**src/salwbc_pkg.sv**
```systemverilog
// ----------------------------------------------------------------------------
// salwbc_pkg
// Shared types and constants of the set-associative write-back cache unit.
// ----------------------------------------------------------------------------
`default_nettype none

package salwbc_pkg;

  localparam int BLOCK_W    = 30;
  localparam int TDATA_W    = 32;
  localparam int CFG_DATA_W = 9;
  localparam int CFG_IDX_W  = 1;
  localparam int WAYS_REG_W = 4;

  // divider walks the padded block number one digit per cycle
  localparam int DIV_W      = 32;
  localparam int DIV_DIGIT  = 4;
  localparam int DIV_STEPS  = DIV_W / DIV_DIGIT;
  localparam int DIV_CNT_W  = $clog2(DIV_STEPS);

  localparam logic [CFG_IDX_W-1:0] REG_WAYS = 1'd0;
  localparam logic [CFG_IDX_W-1:0] REG_SETS = 1'd1;

  localparam logic ACT_LOAD      = 1'b0;
  localparam logic ACT_WRITEBACK = 1'b1;

  typedef enum logic [2:0] {
    S_IDLE,
    S_DIV,
    S_READ,
    S_LOOK,
    S_UPDATE,
    S_EMIT_WB,
    S_EMIT_LD
  } salwbc_state_t;

  typedef struct packed {
    logic start;
    logic div_step;
    logic look;
    logic update;
    logic emit_wb;
    logic emit_ld;
  } salwbc_cmd_t;

  typedef struct packed {
    logic div_last;
    logic is_hit;
    logic need_wb;
    logic out_free;
  } salwbc_status_t;

endpackage

`default_nettype wire

```
**src/salwbc_ctrl.sv**
```systemverilog
// ----------------------------------------------------------------------------
// salwbc_ctrl
// Access sequencer: divide, read set, decide, write back set, emit results.
// ----------------------------------------------------------------------------
`default_nettype none

module salwbc_ctrl (
  input  wire logic                    clk,
  input  wire logic                    rst_n,
  input  wire logic                    in_tvalid,
  output logic                         in_tready,
  input  wire salwbc_pkg::salwbc_status_t status,
  output salwbc_pkg::salwbc_cmd_t      cmd
);

  import salwbc_pkg::*;

  salwbc_state_t state_r, state_nxt;

  always_ff @(posedge clk) begin
    if (!rst_n) begin
      state_r <= S_IDLE;
    end else begin
      state_r <= state_nxt;
    end
  end

  always_comb begin
    state_nxt = state_r;
    unique case (state_r)
      S_IDLE: begin
        if (in_tvalid) state_nxt = S_DIV;
      end
      S_DIV: begin
        if (status.div_last) state_nxt = S_READ;
      end
      S_READ:   state_nxt = S_LOOK;
      S_LOOK:   state_nxt = S_UPDATE;
      S_UPDATE: begin
        if (status.is_hit) begin
          state_nxt = S_IDLE;
        end else if (status.need_wb) begin
          state_nxt = S_EMIT_WB;
        end else begin
          state_nxt = S_EMIT_LD;
        end
      end
      S_EMIT_WB: begin
        if (status.out_free) state_nxt = S_EMIT_LD;
      end
      S_EMIT_LD: begin
        if (status.out_free) state_nxt = S_IDLE;
      end
      default: state_nxt = S_IDLE;
    endcase
  end

  always_comb begin
    cmd       = '0;
    in_tready = 1'b0;
    unique case (state_r)
      S_IDLE: begin
        in_tready = 1'b1;
        cmd.start = in_tvalid;
      end
      S_DIV:     cmd.div_step = 1'b1;
      S_READ:    ;
      S_LOOK:    cmd.look = 1'b1;
      S_UPDATE:  cmd.update = 1'b1;
      S_EMIT_WB: cmd.emit_wb = status.out_free;
      S_EMIT_LD: cmd.emit_ld = status.out_free;
      default:   ;
    endcase
  end

endmodule

`default_nettype wire

```
**config.mk**
```make
export PLATFORM = sky130hd
export DESIGN_NAME = salwbc_ctrl
export DESIGN_NICKNAME = d
export VERILOG_FILES = /design/src/salwbc_pkg.sv /design/src/salwbc_ctrl.sv
export SDC_FILE = /design/constraint.sdc
export NUM_CORES = 1
export LEC_CHECK = 0
export BUFFER_PORTS_ARGS = -buffer_cell sky130_fd_sc_hd__buf_4
export CAP_MARGIN = 20
export CORE_AREA = 2 2 39 41
export DETAILED_ROUTE_END_ITERATION = 10
export DIE_AREA = 0 0 41 43
export PLACE_DENSITY = 0.48
export SKIP_LAST_GASP = 1
export SYNTH_ARGS = -nofsm -noshare
export SYNTH_HDL_FRONTEND = slang
export SYNTH_SLANG_ARGS = --single-unit
```
**constraint.sdc**
```tcl
create_clock -name clk -period 1.5 [get_ports clk]
set_input_delay 0.15 -clock clk [delete_from_list [all_inputs] [get_ports clk]]
set_output_delay 0.15 -clock clk [all_outputs]
set_load 0.1 [all_outputs]
```
==> results.txt <==
Maximum cell stage delay along the critical path: 0.39 ns
Pre-antenna DRT Iters: 3
Initial standard-cell utilization of the core: 20.1%
Count of input and output buffers: 13
Detailed-route wire length per cell: 9.90 µm
Maximum clock frequency: 0.689 GHz
Unrepaired setup endpoints after global routing: true
Proportion of layout cells with a drive suffix above 1: 68.6%
Share of the cycle needed by the critical path after routing: 96.8%
Final number of hold-violating endpoints: 0
Critical path endpoint category: output port
Type of the setup path with the least slack: flip-flop to output port
Post-detailed-route count of antenna-violating nets: 0
Post-layout nets: 59
Commonest register cell after synthesis: sky130_fd_sc_hd__dfxtp_1
Worst r2r dst: state_r[1]$_SDFFE_PN0P_
Clock Skew: 0.00562 ns
Number of global-route vias before repair: 281
Die area: 1760 µm²
Top delay family on crit path: flip-flops
WP buf/inv: 2
CP Data Arrival Time: 1.30 ns
CTS tree: built
Average vias per placed instance: 4.49
Global-route wire length before repair: 1170 µm
CP startpoint: state_r[2]$_SDFFE_PN0P_
Cell count along the critical path: 4
Layout filler cell count: 150
Maximum capacitance violations: 0
Weighted congestion reported at the end of routability-driven placement: 0.674
Pin count of the biggest net entering global routing: 12
Number of placement rows: 14
Most flop-heavy register: state_r
Die extent in x: 41 µm
IO Pins: 14
Number of synthesized flops with an enable pin: 0
Minimum period implied by the final worst setup slack: 1.45 ns
Number of distinct library cells after synthesis: 22
Setup slack, reg-to-reg: 0.13 ns
Area Overhead vs Synth: 88.7%
Area leader, netlist: sky130_fd_sc_hd__dfxtp_1
Count of synthesis-stage warnings from yosys: 0
H-Tree Depth: 1
Most common cell in the netlist: sky130_fd_sc_hd__nor3b_1
Status: finished clean
Clock-pin transition on the worst setup and hold timing paths: 0.03 ns
Worst endpoint required time: 1.35 ns
Finish-stage setup viols: 0
Crit path max-delay cell type: sky130_fd_sc_hd__dfxtp_2
End of the critical path: cmd[5]
Library cell used as clock root buffer: sky130_fd_sc_hd__clkbuf_4
Drc violations: 0
Count of vias placed by the detailed router: 301
Area share of the largest cell type after synthesis: 21.6%
Register-to-Register Path Depth: 3
Total routed wirelength: 663 µm
Top area cells in the synthesized netlist: sky130_fd_sc_hd__dfxtp_1 22%, sky130_fd_sc_hd__nor3b_1 11%, sky130_fd_sc_hd__o32ai_2 5.9%, sky130_fd_sc_hd__buf_2 5.4%, sky130_fd_sc_hd__mux2_4 5.4%
Initial antenna violation count: 0
Worst rel slew slack: 79.3%
Mapped Cells: 33
CORE AREA: 1380 µm²
DR iter-0 viols: 8
Critical path peak fanout: 11
Final count of pins violating max slew: 0
Post-synthesis sequential area ratio: 21.6%
Worst Tran Pin Value: 0.310 ns
Element type at the critical path start: flip-flop
Launch instance of the worst register-to-register path: state_r[2]$_SDFFE_PN0P_
CP Cell Sequence: buf_4, nor3_4, and2_4, buf_12
Smallest setup slack after layout: 0.0486 ns
Die Y: 43 µm
Total of flip-flops plus latches after synthesis: 3
Sequential Area: 63.8 µm²
Average cell area after synthesis: 8.42 µm²
Cell area after synthesis: 278 µm²
Aggregate global routing overflow: 0
Post-CTS repair timing setup buffer count: 0
Number of buffers created by CTS: 3
Number of nets produced by synthesis: 40
Worst slack after detailed placement: 0.138 ns
Clk_lat worst skew: 0.23 ns
Most frequent cells after synthesis: 4 x sky130_fd_sc_hd__nor3b_1, 3 x sky130_fd_sc_hd__buf_2, 3 x sky130_fd_sc_hd__dfxtp_1, 3 x sky130_fd_sc_hd__nand2_1
Clk sinks: 3
Gr usage total: 9.96%
Final HPWL DP: 531 µm
Biggest registers after layout: state_r (3)
Worst min-delay path category: input pin to flip-flop
Post-synth ARST share: 0%
Diodes inserted: 0
Buffer depth of the longest clock path: 2
Multi-input logic area: 263 µm²
Largest register FFs: 3
-- layout by cell type (no fill, tap or decap) --
cell type,count
sky130_fd_sc_hd__a211o_1,1
sky130_fd_sc_hd__a22oi_1,1
sky130_fd_sc_hd__and2_2,1
sky130_fd_sc_hd__and2_4,1
sky130_fd_sc_hd__and4_1,1
sky130_fd_sc_hd__buf_12,1
sky130_fd_sc_hd__buf_4,14
sky130_fd_sc_hd__buf_6,2
sky130_fd_sc_hd__clkbuf_1,1
sky130_fd_sc_hd__clkbuf_4,3
sky130_fd_sc_hd__dfxtp_2,3
sky130_fd_sc_hd__inv_1,1
sky130_fd_sc_hd__mux2_2,1
sky130_fd_sc_hd__mux2_4,1
sky130_fd_sc_hd__mux2i_1,1
sky130_fd_sc_hd__nand2_1,2
sky130_fd_sc_hd__nand2_4,1
sky130_fd_sc_hd__nand2b_1,1
sky130_fd_sc_hd__nor2_1,1
sky130_fd_sc_hd__nor2_4,1
sky130_fd_sc_hd__nor2b_1,1
sky130_fd_sc_hd__nor3_4,1
sky130_fd_sc_hd__nor3b_1,1
sky130_fd_sc_hd__nor3b_4,3
sky130_fd_sc_hd__o311a_1,1
sky130_fd_sc_hd__o32ai_2,1
sky130_fd_sc_hd__or3_1,1
sky130_fd_sc_hd__or3b_1,1
sky130_fd_sc_hd__or3b_2,1
sky130_fd_sc_hd__xnor2_1,1
-- routing by layer --
layer	vias to the layer above	global-route usage, %	wire length, µm
met5	-	0	0
met1	137	11.7	266
met3	0	6.81	48
met2	10	13.8	348
li1	154	-	-
met4	0	4.00	0
-- area by class of cell --
cell class	count	share of cell area, %
clock buffer	4	5.01
inverter	1	0.716
multi-input combinational	26	50.1
sequential	3	12.2
tap	16	3.82
timing repair buffer	17	28.2
-- cell families (layout without fill, tap and decap cells) --
kind of cell    count (synthesis)  after routing  share of synthesized area [%]
compound gates                  4              4                           15.3
xor+xnor                        1              1                           3.15
buf+inv                         4             22                           6.75
flops                           3              3                           21.6
mux                             3              3                           13.1
simple gates                   18             18                           40.1
-- stage by stage --
stage / TNS, ns / hold slack, ns / std cells / area (µm²) / utilization [%]
2_1_floorplan: -0.568 / 0.274 / 33 / 357 / -
3_3_place_gp: 0 / 0.423 / 63 / 477 / 34.4
3_5_place_dp: 0 / 0.422 / 63 / 477 / 34.4
4_1_cts: -0.00811 / 0.176 / 67 / 508 / 36.7
5_1_grt: -0.0155 / 0.180 / 67 / 524 / 37.9
6_report: 0 / 0.183 / 67 / 524 / 37.9
-- timing repair --
item	4_1_cts	5_1_grt
endpoints found under the setup margin	3	3
hold buffers	0	0
gates resized for setup	2	4
-- worst min path at each step --
stage	start	to	slack (ns)	cells past startpoint
after floorplan	rst_n	state_r[2]$_SDFFE_PN0P_	0.27	1
after CTS	rst_n	state_r[2]$_SDFFE_PN0P_	0.18	2
after global placement	rst_n	state_r[2]$_SDFFE_PN0P_	0.42	2
after detailed placement	rst_n	state_r[2]$_SDFFE_PN0P_	0.42	2
final	rst_n	state_r[2]$_SDFFE_PN0P_	0.18	2
after global routing	rst_n	state_r[2]$_SDFFE_PN0P_	0.18	2
Power is left out: the tool's default activity adds up to more than one toggle a clock period on the data nets, which glitch-free logic cannot reach.
